$ cat src/hw/rtl/assert_macros.svh
// Assertion macros shared by the bit field reader RTL.
// Depends on nothing; included by the top level.
`ifndef ASSERT_MACROS_SVH
`define ASSERT_MACROS_SVH
// Implication checked on every rising clock edge outside reset.
`define ASSERT_IMPL(label, clk, rst_n, ante, cons) \
    label: assert property (@(posedge clk) disable iff (!rst_n) (ante) |-> (cons)) \
        else $error("assertion failed");
// Next-cycle implication.
`define ASSERT_NEXT(label, clk, rst_n, ante, cons) \
    label: assert property (@(posedge clk) disable iff (!rst_n) (ante) |=> (cons)) \
        else $error("assertion failed");
`endif

$ cat src/hw/rtl/bfr_pkg.sv
// Package for the bit field reader: widths, command codes, status codes,
// controller/datapath interface structs. No dependencies.
package bfr_pkg;
    localparam int CAP       = 1024;
    localparam int AW        = 10;
    localparam int CW        = 11;
    localparam int MAX_FIELD = 32;
    localparam int MAX_CHARS = 32;

    typedef enum logic [2:0] {
        CMD_CLEAR  = 3'd0,
        CMD_APPEND = 3'd1,
        CMD_SETPOS = 3'd2,
        CMD_SKIP   = 3'd3,
        CMD_READU  = 3'd4,
        CMD_READS  = 3'd5,
        CMD_READSTR = 3'd6,
        CMD_NOP    = 3'd7
    } cmd_t;

    typedef enum logic [1:0] {
        ST_OK    = 2'd0,
        ST_RANGE = 2'd1,
        ST_LEN   = 2'd2,
        ST_FULL  = 2'd3
    } status_t;

    typedef struct packed {
        logic       load;      // latch the input item
        logic       exec;      // apply simple command
        logic       rd_bit;    // shift one stored bit into the accumulator
        logic       str_init;  // prepare string walk
        logic       str_bit;   // shift one string bit
        logic       str_push;  // push decoded char into text buffer
        logic       finish;    // commit cursor for reads
        logic       out_pop;   // emit next string char
    } dp_cmd_t;

    typedef struct packed {
        logic       is_field;
        logic       is_str;
        logic       err;
        logic       field_done;
        logic       group_done;
        logic       str_done;
        logic       out_done;
        logic       out_empty;
    } dp_stat_t;
endpackage

$ cat src/hw/rtl/bfr_datapath.sv
// Datapath of the bit field reader: bit store, count, cursor, accumulator,
// string buffer and status register. Depends on bfr_pkg.
module bfr_datapath (
    input  logic              clk,
    input  logic              rst_n,
    input  logic [2:0]        cmd,
    input  logic              use_cursor,
    input  logic [10:0]       start_req,
    input  logic [10:0]       length,
    input  logic [7:0]        char_in,
    input  bfr_pkg::dp_cmd_t  ctl,
    output bfr_pkg::dp_stat_t stat,
    output logic [32:0]       value,
    output logic [6:0]        text_char,
    output logic              char_valid,
    output logic [1:0]        status,
    output logic [10:0]       cursor_now,
    output logic [10:0]       bit_total,
    output logic              last
);
    import bfr_pkg::*;

    logic         mem [CAP];
    logic         mem_q;
    logic [CW-1:0] count_reg, cursor_reg;
    logic [2:0]    cmd_reg;
    logic          usec_reg;
    logic [CW-1:0] sreq_reg, len_reg;
    logic [7:0]    ch_reg;
    logic [CW-1:0] addr_reg;
    logic [CW-1:0] left_reg;
    logic [31:0]   acc_reg;
    logic [5:0]    grp_reg;
    logic [2:0]    gbit_reg;
    logic [5:0]    ngrp_reg;
    logic [6:0]    text_reg [MAX_CHARS];
    logic [5:0]    n_reg;
    logic [5:0]    nt_reg;
    logic [5:0]    oidx_reg;
    logic          stop_reg;
    logic [1:0]    err_reg;

    logic [CW-1:0] start_w;
    logic [CW:0]   end_w;
    logic          range_bad;
    logic [6:0]    gchar;
    logic          is_bit;
    logic [5:0]    grp_next;
    logic [CW-1:0] rd_addr;
    logic [17:0]   div6_w;

    assign start_w   = usec_reg ? cursor_reg : sreq_reg;
    assign end_w     = {1'b0, start_w} + {1'b0, len_reg};
    assign range_bad = end_w > {1'b0, count_reg};
    assign is_bit    = (ch_reg == 8'h31) || (ch_reg == 8'h30);
    assign grp_next  = {grp_reg[4:0], mem_q};
    assign gchar     = (grp_next < 6'd32) ? {1'b0, grp_next} + 7'd64 : {1'b0, grp_next};
    assign rd_addr   = (ctl.rd_bit || ctl.str_bit) ? addr_reg + 1'b1 : addr_reg;
    // length / 6 for lengths below 192 by reciprocal multiplication
    assign div6_w    = {10'd0, len_reg[7:0]} * 18'd171;

    always_ff @(posedge clk)
    begin
        if (ctl.exec && cmd_reg == CMD_APPEND && is_bit && count_reg < CW'(CAP))
        begin
            mem[count_reg[AW-1:0]] <= ch_reg[0];
        end
        mem_q <= mem[rd_addr[AW-1:0]];
    end

    always_ff @(posedge clk or negedge rst_n)
    begin
        if (!rst_n)
        begin
            count_reg  <= '0;
            cursor_reg <= '0;
            err_reg    <= ST_OK;
        end
        else
        begin
            if (ctl.load)
            begin
                cmd_reg  <= cmd;
                usec_reg <= use_cursor;
                sreq_reg <= start_req;
                len_reg  <= length;
                ch_reg   <= char_in;
            end
            if (ctl.exec)
            begin
                err_reg <= ST_OK;
                unique case (cmd_reg)
                    CMD_CLEAR:
                    begin
                        count_reg  <= '0;
                        cursor_reg <= '0;
                    end
                    CMD_APPEND:
                    begin
                        if (is_bit)
                        begin
                            if (count_reg >= CW'(CAP))
                                err_reg <= ST_FULL;
                            else
                                count_reg <= count_reg + 1'b1;
                        end
                    end
                    CMD_SETPOS:
                    begin
                        if (sreq_reg > count_reg)
                            err_reg <= ST_RANGE;
                        else
                            cursor_reg <= sreq_reg;
                    end
                    CMD_SKIP:
                    begin
                        if ({1'b0, cursor_reg} + {1'b0, len_reg} > {1'b0, count_reg})
                            err_reg <= ST_RANGE;
                        else
                            cursor_reg <= cursor_reg + len_reg;
                    end
                    CMD_READU, CMD_READS, CMD_READSTR:
                    begin
                        if (range_bad)
                            err_reg <= ST_RANGE;
                        else if (cmd_reg != CMD_READSTR && len_reg > CW'(MAX_FIELD))
                            err_reg <= ST_LEN;
                    end
                    default: ;
                endcase
                addr_reg <= start_w;
                left_reg <= len_reg;
                acc_reg  <= '0;
            end
            if (ctl.rd_bit)
            begin
                acc_reg  <= {acc_reg[30:0], mem_q};
                left_reg <= left_reg - 1'b1;
                addr_reg <= addr_reg + 1'b1;
            end
            if (ctl.str_init)
            begin
                ngrp_reg <= (len_reg >= CW'(6 * MAX_CHARS)) ? 6'(MAX_CHARS) : div6_w[15:10];
                n_reg    <= '0;
                nt_reg   <= '0;
                oidx_reg <= '0;
                gbit_reg <= '0;
                grp_reg  <= '0;
                stop_reg <= 1'b0;
            end
            if (ctl.str_bit)
            begin
                addr_reg <= addr_reg + 1'b1;
                if (ctl.str_push)
                begin
                    gbit_reg <= '0;
                    grp_reg  <= '0;
                end
                else
                begin
                    grp_reg  <= grp_next;
                    gbit_reg <= gbit_reg + 1'b1;
                end
            end
            if (ctl.str_push)
            begin
                ngrp_reg <= ngrp_reg - 1'b1;
                if (grp_next == 6'd0)
                    stop_reg <= 1'b1;
                else
                begin
                    text_reg[n_reg[4:0]] <= gchar;
                    n_reg <= n_reg + 1'b1;
                    if (gchar != 7'h20)
                        nt_reg <= n_reg + 1'b1;
                end
            end
            if (ctl.finish && err_reg == ST_OK && usec_reg)
                cursor_reg <= cursor_reg + len_reg;
            if (ctl.out_pop)
                oidx_reg <= oidx_reg + 1'b1;
        end
    end

    logic [32:0] ext_v;
    always_comb
    begin
        ext_v = {1'b0, acc_reg};
        if (cmd_reg == CMD_READS && len_reg != '0 && acc_reg[len_reg[4:0] - 5'd1])
            ext_v = {1'b0, acc_reg} - (33'd1 << len_reg[5:0]);
    end

    assign stat.is_field   = (cmd_reg == CMD_READU) || (cmd_reg == CMD_READS);
    assign stat.is_str     = cmd_reg == CMD_READSTR;
    assign stat.err        = err_reg != ST_OK;
    assign stat.field_done = left_reg == '0;
    assign stat.group_done = gbit_reg == 3'd5;
    assign stat.str_done   = stop_reg || ngrp_reg == '0;
    assign stat.out_done   = oidx_reg + 1'b1 >= nt_reg;
    assign stat.out_empty  = nt_reg == '0 || err_reg != ST_OK;

    logic out_char;
    assign out_char = stat.is_str && !stat.out_empty;
    assign value      = (stat.is_field && !stat.err) ? ext_v : '0;
    assign text_char  = out_char ? text_reg[oidx_reg[4:0]] : '0;
    assign char_valid = out_char;
    assign status     = err_reg;
    assign cursor_now = cursor_reg;
    assign bit_total  = count_reg;
    assign last       = !out_char || stat.out_done;
endmodule

$ cat src/hw/rtl/bfr_ctrl.sv
// Controller state machine of the bit field reader.
// Depends on bfr_pkg.
module bfr_ctrl (
    input  logic              clk,
    input  logic              rst_n,
    input  logic              in_fire,
    input  logic              out_ready,
    input  bfr_pkg::dp_stat_t stat,
    output bfr_pkg::dp_cmd_t  ctl,
    output logic              in_ready,
    output logic              out_valid
);
    import bfr_pkg::*;

    typedef enum logic [7:0] {
        S_IDLE  = 8'b00000001,
        S_EXEC  = 8'b00000010,
        S_FWAIT = 8'b00000100,
        S_FBIT  = 8'b00001000,
        S_SWAIT = 8'b00010000,
        S_SBIT  = 8'b00100000,
        S_FIN   = 8'b01000000,
        S_OUT   = 8'b10000000
    } state_t;

    state_t state_reg, state_next;
    logic   out_fire;

    assign out_fire  = out_valid && out_ready;
    assign in_ready  = state_reg == S_IDLE;
    assign out_valid = state_reg == S_OUT;

    always_comb
    begin
        ctl        = '0;
        state_next = state_reg;
        unique case (state_reg)
            S_IDLE:
            begin
                ctl.load = in_fire;
                if (in_fire)
                    state_next = S_EXEC;
            end
            S_EXEC:
            begin
                ctl.exec   = 1'b1;
                state_next = S_FWAIT;
            end
            S_FWAIT:
            begin
                if (stat.err || !(stat.is_field || stat.is_str))
                    state_next = S_OUT;
                else if (stat.is_str)
                begin
                    ctl.str_init = 1'b1;
                    state_next   = S_SWAIT;
                end
                else
                    state_next = S_FBIT;
            end
            S_FBIT:
            begin
                if (stat.field_done)
                    state_next = S_FIN;
                else
                    ctl.rd_bit = 1'b1;
            end
            S_SWAIT:
            begin
                if (stat.str_done)
                    state_next = S_FIN;
                else
                    state_next = S_SBIT;
            end
            S_SBIT:
            begin
                if (stat.group_done)
                begin
                    ctl.str_push = 1'b1;
                    ctl.str_bit  = 1'b1;
                    state_next   = S_SWAIT;
                end
                else
                    ctl.str_bit = 1'b1;
            end
            S_FIN:
            begin
                ctl.finish = 1'b1;
                state_next = S_OUT;
            end
            S_OUT:
            begin
                if (out_fire)
                begin
                    if (!stat.is_str || stat.out_empty || stat.out_done)
                        state_next = S_IDLE;
                    else
                        ctl.out_pop = 1'b1;
                end
            end
            default: state_next = S_IDLE;
        endcase
    end

    always_ff @(posedge clk or negedge rst_n)
    begin
        if (!rst_n)
            state_reg <= S_IDLE;
        else
            state_reg <= state_next;
    end
endmodule

$ cat src/hw/rtl/bit_field_reader_core.sv
// Top level of the bit field reader: controller plus datapath.
// Depends on bfr_pkg, bfr_ctrl, bfr_datapath, assert_macros.svh.
//
// Channel    Dir  tdata / tuser
// s_axis     in   tdata {char_in, length, start_req, use_cursor, cmd}
// m_axis     out  tdata {total,cursor,status,valid,char,value}, tlast
//
// Simple commands and failed reads go from execute to output; field reads
// shift one stored bit per cycle through the single memory read port.
// String reads walk the store in six-bit groups, one result per transfer.
// Reset clears count, cursor and status; store contents stay undefined.
// Input is held off until all results of the item have transferred.
`include "assert_macros.svh"
module bit_field_reader_core (
    input  logic        clk,
    input  logic        rst_n,
    input  logic        s_axis_tvalid,
    output logic        s_axis_tready,
    // cmd[2:0], use_cursor[3], start_req[14:4], length[25:15], char_in[33:26]
    input  logic [39:0] s_axis_tdata,
    output logic        m_axis_tvalid,
    input  logic        m_axis_tready,
    // value[32:0], text_char[39:33], char_valid[40], status[42:41],
    // cursor_now[53:43], bit_total[64:54]
    output logic [71:0] m_axis_tdata,
    output logic        m_axis_tlast
);
    import bfr_pkg::*;

    dp_cmd_t     ctl;
    dp_stat_t    stat;
    logic [32:0] value;
    logic [6:0]  text_char;
    logic        char_valid;
    logic [1:0]  status;
    logic [10:0] cursor_now, bit_total;

    bfr_ctrl u_ctrl (
        .clk       (clk),
        .rst_n     (rst_n),
        .in_fire   (s_axis_tvalid && s_axis_tready),
        .out_ready (m_axis_tready),
        .stat      (stat),
        .ctl       (ctl),
        .in_ready  (s_axis_tready),
        .out_valid (m_axis_tvalid)
    );

    bfr_datapath u_dp (
        .clk        (clk),
        .rst_n      (rst_n),
        .cmd        (s_axis_tdata[2:0]),
        .use_cursor (s_axis_tdata[3]),
        .start_req  (s_axis_tdata[14:4]),
        .length     (s_axis_tdata[25:15]),
        .char_in    (s_axis_tdata[33:26]),
        .ctl        (ctl),
        .stat       (stat),
        .value      (value),
        .text_char  (text_char),
        .char_valid (char_valid),
        .status     (status),
        .cursor_now (cursor_now),
        .bit_total  (bit_total),
        .last       (m_axis_tlast)
    );

    assign m_axis_tdata = {7'd0, bit_total, cursor_now, status, char_valid, text_char, value};

    `ASSERT_IMPL(a_no_overlap, clk, rst_n, s_axis_tready, !m_axis_tvalid)
    `ASSERT_IMPL(a_cursor_in_range, clk, rst_n, 1'b1, cursor_now <= bit_total)
    `ASSERT_IMPL(a_char_ok_status, clk, rst_n, m_axis_tvalid && char_valid, status == ST_OK)
    `ASSERT_NEXT(a_accept_busy, clk, rst_n, s_axis_tvalid && s_axis_tready, !s_axis_tready)
endmodule
$ cat config.mk
export PLATFORM = sky130hd
export DESIGN_NAME = bit_field_reader_core
export DESIGN_NICKNAME = d
export VERILOG_FILES = /design/src/hw/rtl/bfr_pkg.sv /design/src/hw/rtl/bfr_datapath.sv /design/src/hw/rtl/bfr_ctrl.sv /design/src/hw/rtl/bit_field_reader_core.sv
export VERILOG_INCLUDE_DIRS = /design/src /design/src/hw/rtl
export SDC_FILE = /design/constraint.sdc
export NUM_CORES = 2
export LEC_CHECK = 0
export BUFFER_PORTS_ARGS = -buffer_cell sky130_fd_sc_hd__buf_2
export CAP_MARGIN = 10
export CORE_ASPECT_RATIO = 0.75
export CORE_MARGIN = 8
export CORE_UTILIZATION = 57
export CTS_CLUSTER_SIZE = 20
export DETAILED_ROUTE_END_ITERATION = 7
export PLACE_DENSITY = 0.83
export SLEW_MARGIN = 20
export SYNTH_ARGS = -nofsm -noshare
export SYNTH_HDL_FRONTEND = slang
export SYNTH_HIERARCHICAL = 1
export SYNTH_SLANG_ARGS = --single-unit
$ cat constraint.sdc
create_clock -name clk -period 13.5 [get_ports clk]
set_clock_uncertainty 0.15 [all_clocks]
set_input_delay 2.7 -clock clk [delete_from_list [all_inputs] [get_ports clk]]
set_output_delay 2.7 -clock clk [all_outputs]
set_load 0.005 [all_outputs]
# ---- After elaboration in Yosys (flattened, before gate mapping)
# Memories as Yosys holds them, arrays and structs flattened. A register that Yosys moved wholly into a read port is not among the register bits.
# Cells that the tools add are included.
dict set report totals {
  elab_cells 206
  n_memories 2
  register_bits 153
  ram_bits 1248
  output_inout_bits 75
  input_bits 44
}
# name words width read_ports rd_clocked_by_memory_dff write_ports line
set mem_list {}
lappend mem_list {u_dp.mem 1024 1 1 1 1 bfr_datapath.sv:23} ;# logic mem [CAP];
lappend mem_list {u_dp.text_reg 32 7 1 1 1 bfr_datapath.sv:36} ;# logic [6:0] text_reg [MAX_CHARS];
dict set report classes {
  order_cmp 10
  addsub 13
  shift 1
  mul 1
  n_mux 78
  eq_ne 28
  reduce_logical 54
}
# cell count
set ops {}
lappend ops {{$mux 11} 12}
lappend ops {{$mux 6} 12}
lappend ops {{$mux 33} 2}
lappend ops {{$mux 32} 2}
lappend ops {{$pmux 8 s8} 1}
lappend ops {{$mux 8} 6}
lappend ops {{$pmux 11 s3} 1}
lappend ops {{$shl 1x6->33 const A} 1}
lappend ops {{$sub 32x33->33} 1}
lappend ops {{$add 11x11->12} 2}
lappend ops {{$eq 8x6->1 const B} 3}
lappend ops {{$gt 12x11->1} 2}
lappend ops {{$mux 1} 23}
lappend ops {{$add 11x1->11 const B} 2}
lappend ops {{$pmux 11 s2} 1}
lappend ops {{$mux 7} 3}
lappend ops {{$mux 5} 4}
lappend ops {{$logic_not 6->1} 3}
lappend ops {{$mul 8x8->16 const B} 1}
lappend ops {{$reduce_bool 2->1} 7}
lappend ops {{$logic_and 1x1->1} 13}
lappend ops {{$add 6x1->6 const B} 2}
lappend ops {{$eq 3x3->1 const B} 4}
lappend ops {{$reduce_and 2->1} 6}
lappend ops {{other kinds (43)} 71}

# ---- Logic depth before layout (Yosys ltp)
dict set report depth {
  word_depth 11
  depth_mapped 23
  depth_no_buf 21
}

# ---- Hierarchy
# The synthesis kept the hierarchy.
# mod n_inst cells_per_inst seq_area_each_um2 area_per_inst_um2
set by_module_without_submodules {}
lappend by_module_without_submodules {bfr_datapath 1 5040 41800.1 65714.3}
lappend by_module_without_submodules {bfr_ctrl 1 63 201.4 573.0}
lappend by_module_without_submodules {bit_field_reader_core 1 10 0.0 70.1}

# ---- Worst setup path after synthesis
# Ideal clock, no wire load.
dict set report synth_path {
  kind {flip-flop to flip-flop}
  start {register u_dp.ch_reg[0]}
  end {memory u_dp.mem[0], data pin}
  setup_slack_ns -1.338
  arrival_time_ns 12.017
  path_buffers 0
  synth_period_minus_slack_ns 14.838
  stages_incl_launch_ff 1
  setup_ns 2.671
  t_required_ns 10.679
  cell_sequence {edfxtp_1}
}
# item line
set synth_lines {}
lappend synth_lines {{start, declared} bfr_datapath.sv:29} ;# logic [7:0] ch_reg;
lappend synth_lines {{start signal, assigned} bfr_datapath.sv:87} ;# ch_reg <= char_in;
lappend synth_lines {{end, declared} bfr_datapath.sv:23}
# No word-level cell before the write port.

# ---- Worst setup path in the final report
dict set report layout_path {
  start {register u_dp.len_reg[0]}
  end {output m_axis_tdata[32]}
}
dict set report layout_via {
  elab_chain_cells 6
  word_cells_on_any_way 10
  classes_between {add/sub (2); shift (1); mux (4); reduce/logical (3)}
}
# item line
set layout_rtl {}
lappend layout_rtl {{start, declared} bfr_datapath.sv:28} ;# logic [CW-1:0] sreq_reg, len_reg;
lappend layout_rtl {{start signal, assigned} bfr_datapath.sv:86} ;# len_reg <= length;
lappend layout_rtl {{$sub 5x1->5} bfr_datapath.sv:189} ;# if (cmd_reg == CMD_READS && len_reg != '0 && acc_reg[len_reg[4:0] - 5'd1])
lappend layout_rtl {{$bmux 1 s5} bfr_datapath.sv:189}
lappend layout_rtl {{$mux 1 (not written as such)} bfr_datapath.sv:189}
lappend layout_rtl {{$logic_and 1x1->1} bfr_datapath.sv:189}
lappend layout_rtl {{$mux 33 (*)} bfr_datapath.sv:189}
lappend layout_rtl {{$mux 33 (*)} bfr_datapath.sv:204} ;# assign value = (stat.is_field && !stat.err) ? ext_v : '0;
lappend layout_rtl {{end, declared} bit_field_reader_core.sv:25} ;# output logic [71:0] m_axis_tdata,
# Mark *: on every way between the ends. The rest lies on a longest branch, timed or not. The select of a mux whose other input is x is not followed.

==> Implementation_results.wiki <==
{| class="wikitable"
! Metric !! Value
|-
| Status || finished clean
|-
| Final period utilization || 66.9%
|-
| F_max || 111 MHz
|-
| TritonCTS Buffers || 131
|-
| Internal power consumption || 7.37 mW
|-
| Endpoint type of the worst setup path || primary output
|-
| Startpoint-to-endpoint class of the critical path || reg2out
|-
| Non-Filler Instances || 6707
|-
| Post-synth EDFFs || 1368
|-
| I/O pins || 119
|-
| Yosys top cell area share || 61.9%
|-
| Most area-hungry cell type in the Yosys netlist || edfxtp_1
|-
| Worst min path class || reg2reg
|-
| Leading post-synthesis cells by cell area || edfxtp_1 62%, mux4_2 8.5%, nor2_1 6.8%, ha_1 3.1%, nand2_1 2.5%
|-
| Sum of internal, switching and leakage power || 9.93 mW
|-
| Final setup TNS || 0 ns
|-
| Area growth from synthesis to final layout || 8.85%
|-
| # Post-CTS Setup Buffers || 0
|-
| Gate count of the mapped netlist || 5113
|-
| Transition time of the tightest slew-check pin || 1.32 ns
|-
| DP HPWL || 102000 um
|-
| Area of the core || 116000 sq um
|-
| Final cell area excluding filler cells || 72200 sq um
|-
| Sequential Power Share || 50.4%
|-
| Final-report hold violation count || 0
|-
| First-pass GRT wire length || 264000 um
|-
| Synthesis Warnings || 6
|-
| Number of storage elements in the synthesis netlist || 1406
|-
| Slew Limit Fails || 0
|-
| Number of flip-flops in the largest register || 1024
|-
| Worst R2R Start || u_dp/left_reg[0]
|-
| Max VDD drop || 0.109 mV
|-
| Clk buf depth || 3
|-
| Most instantiated flip-flop cell in the synthesis netlist || edfxtp_1
|-
| Detailed Routing Iterations Pass 1 || 8
|-
| Root buffer cell || clkbuf_16
|-
| Share of flip-flops with an asynchronous set or reset || 2.28%
|-
| Maximum capacitance violations || 0
|-
| Headroom to the max-slew limit || 11.1%
|-
| Proportion of synthesized chip area in sequential cells || 63.3%
|-
| Count of different cell masters after synthesis || 95
|-
| Routed Antenna Nets || 0
|-
| Deepest level of the CTS H-tree || 4
|-
| Final critical-path required period || 9.03 ns
|-
| Number of global-route vias before repair || 42782
|-
| Post-CTS Hold Fix Bufs || 0
|-
| Category of the worst setup path launch point || flop
|-
| Hold Startpoint || u_dp/oidx_reg[1]
|-
| Average routed wire per standard cell || 26.6 um
|-
| Clock network fraction of design power || 36.2%
|-
| Die width || 410 um
|-
| Initial standard-cell utilization of the core || 57.4%
|-
| Area of placed instances || 68000 sq um
|-
| Via count of the routed design || 44242
|-
| Dpl cells || 6466
|-
| Antenna violations before repair || 4
|-
| Initial drt markers || 7157
|-
| Insertion delay of the later-clocked pin in the worst-skew pair || 0.78 ns
|-
| Ratio of routed vias to standard cells || 6.60
|-
| Overall die area || 128000 sq um
|-
| Fill cell count || 8065
|-
| Number of I/O port buffers || 105
|-
| Total standard cell area after synthesis || 66400 sq um
|-
| Final estimated routing congestion in global placement || 0.896
|-
| Overall routed net length || 178000 um
|-
| Psw || 2.55 mW
|-
| Site Rows || 108
|-
| Fraction of layout cells with a size suffix above 1 || 14.6%
|-
| Final count of negative-setup-slack endpoints || 0
|-
| Arrival time of the worst setup path || 6.18 ns
|-
| Data required time of the critical path || 10.65 ns
|-
| Hold Path Stages || 1
|-
| Power density over cell area || 137 nW/um^2
|-
| Average cell area after synthesis || 13.0 sq um
|-
| Switching fraction of total power || 25.7%
|-
| Portion of total power attributed to combinational logic || 13.4%
|-
| TritonCTS sink count || 1406
|-
| RSZ-0062 raised after global routing || no
|-
| Drc violations || 0
|-
| Global-route usage over all layers || 27.0%
|-
| Final cell utilization of the core || 62.5%
|-
| Clk pin slew, worst setup/hold paths || 0.07 ns
|-
| Largest net degree at the start of global routing || 326
|-
| Cell count of the worst reg-to-reg path || 19
|-
| TritonCTS clock tree || built
|-
| Worst-path maximum fanout || 17
|-
| Number of nets in the finished design || 5284
|-
| Crit path launch || u_dp/len_reg[0]
|-
| Die Ht || 311 um
|-
| CTS-repair resized insts || 0
|-
| Global route overflow || 0
|-
| Leakage power summed over all cells || 23.7 nW
|}
## per-stage QoR
stage,setup WS [ns],hold slack (ns)
2_1_floorplan,-1.34,0.329
3_3_place_gp,5.41,0.383
3_5_place_dp,5.39,0.408
4_1_cts,4.55,0.422
5_1_grt,4.20,0.445
6_report,4.47,0.421
## power by group through the flow
stage / clock [mW] / combinational [mW] / sequential (mW)
6_report: 3.60 / 1.33 / 5.00
5_1_grt: 3.77 / 1.45 / 5.00
4_1_cts: 3.63 / 1.30 / 5.00
3_5_place_dp: 0 / 1.28 / 5.09
3_3_place_gp: 0 / 1.24 / 5.09
2_1_floorplan: 0 / 0.835 / 5.24
## kinds of logic (layout without fill, tap and decap cells)
kind of cell | Yosys count | after routing | share of synthesized area (%)
and+or+nand+nor | 2092 | 2092 | 13.3
AOI/OAI and AO/OA | 501 | 501 | 5.18
buffers and inverters | 485 | 529 | 3.22
other | 1 | 11 | 0.00565
adders and majority gates | 177 | 177 | 3.51
DFF | 1406 | 1406 | 63.3
xor gates and xnor gates | 91 | 91 | 1.25
muxes | 360 | 360 | 10.2
## cell type report
class                   instances  area [sq um]  share of cell area [%]
multi-input cells            3228         22600                    31.2
clock inverters                56           551                   0.762
repair buffers                194          1280                    1.77
well taps                    1540          1930                    2.67
inverters                     102           383                   0.530
clock buffers                 177          3510                    4.86
diodes                          4          10.0                  0.0139
flip-flops and latches       1406         42000                    58.2
## synth_stat cells, drive strengths merged, types with 35 or more instances
cell,count
buf,122
a31oi,42
mux4,251
xnor2,56
edfxtp,1368
mux2i,72
and2,55
clkbuf,261
ha,162
nand3,161
a21oi,96
nor2,1215
a22oi,49
xor2,35
inv,101
mux2,37
nor3,39
o21ai,89
nand2,437
nand4,41
## per-layer routing
layer / up-vias / track usage (%) / wire length, um / share of wire (%)
met4: 2 / 11.6 / 8380 / 4.7
met1: 21757 / 37.4 / 64600 / 36
met3: 650 / 7.22 / 25600 / 14
met2: 3248 / 40.4 / 79500 / 45
met5: - / 0 / 15 / 0.0084
li1: 18585 / - / - / -
## critical path, cell delays in order, from the launching register on
cell      delay [ns]
edfxtp_1        0.79
inv_1           0.27
ha_1            0.51
nand2_1         0.19
nor3_1          0.18
ha_1            0.21
inv_1           0.06
fa_1            0.43
a21o_1          0.17
a21oi_1         0.27
o21a_1          0.16
nor3_1          0.10
a31oi_1         0.24
nor2_1          0.14
a221oi_2        0.42
nor4_1          0.12
o41a_1          0.39
or3_1           0.34
a21oi_1         0.23
buf_2           0.17
## cell usage in the layout, fill, tap and decap left out, drive strengths merged, types with 29 or more instances in the layout
cell type / count
a21oi: 96
a22oi: 49
a31oi: 42
and2: 55
buf: 194
clkbuf: 177
clkinv: 39
dfrtp: 31
edfxtp: 1368
ha: 162
inv: 112
mux2: 37
mux2i: 72
mux4: 251
nand2: 437
nand3: 161
nand4: 41
nor2: 1215
nor2b: 29
nor3: 39
o21ai: 89
xnor2: 56
xor2: 35
## worst paths after layout
check	to	slack, ns
setup / recovery	m_axis_tdata[32]	4.47
setup reg to reg	u_dp/mem_q	6.61
hold reg to reg	flop	0.42
min in group asynchronous	u_dp/cursor_now[0]	1.75
max in group asynchronous	u_ctrl/state_reg[0]	10.52
hold / removal	flop	0.42
(Power assumes the default switching activity.)
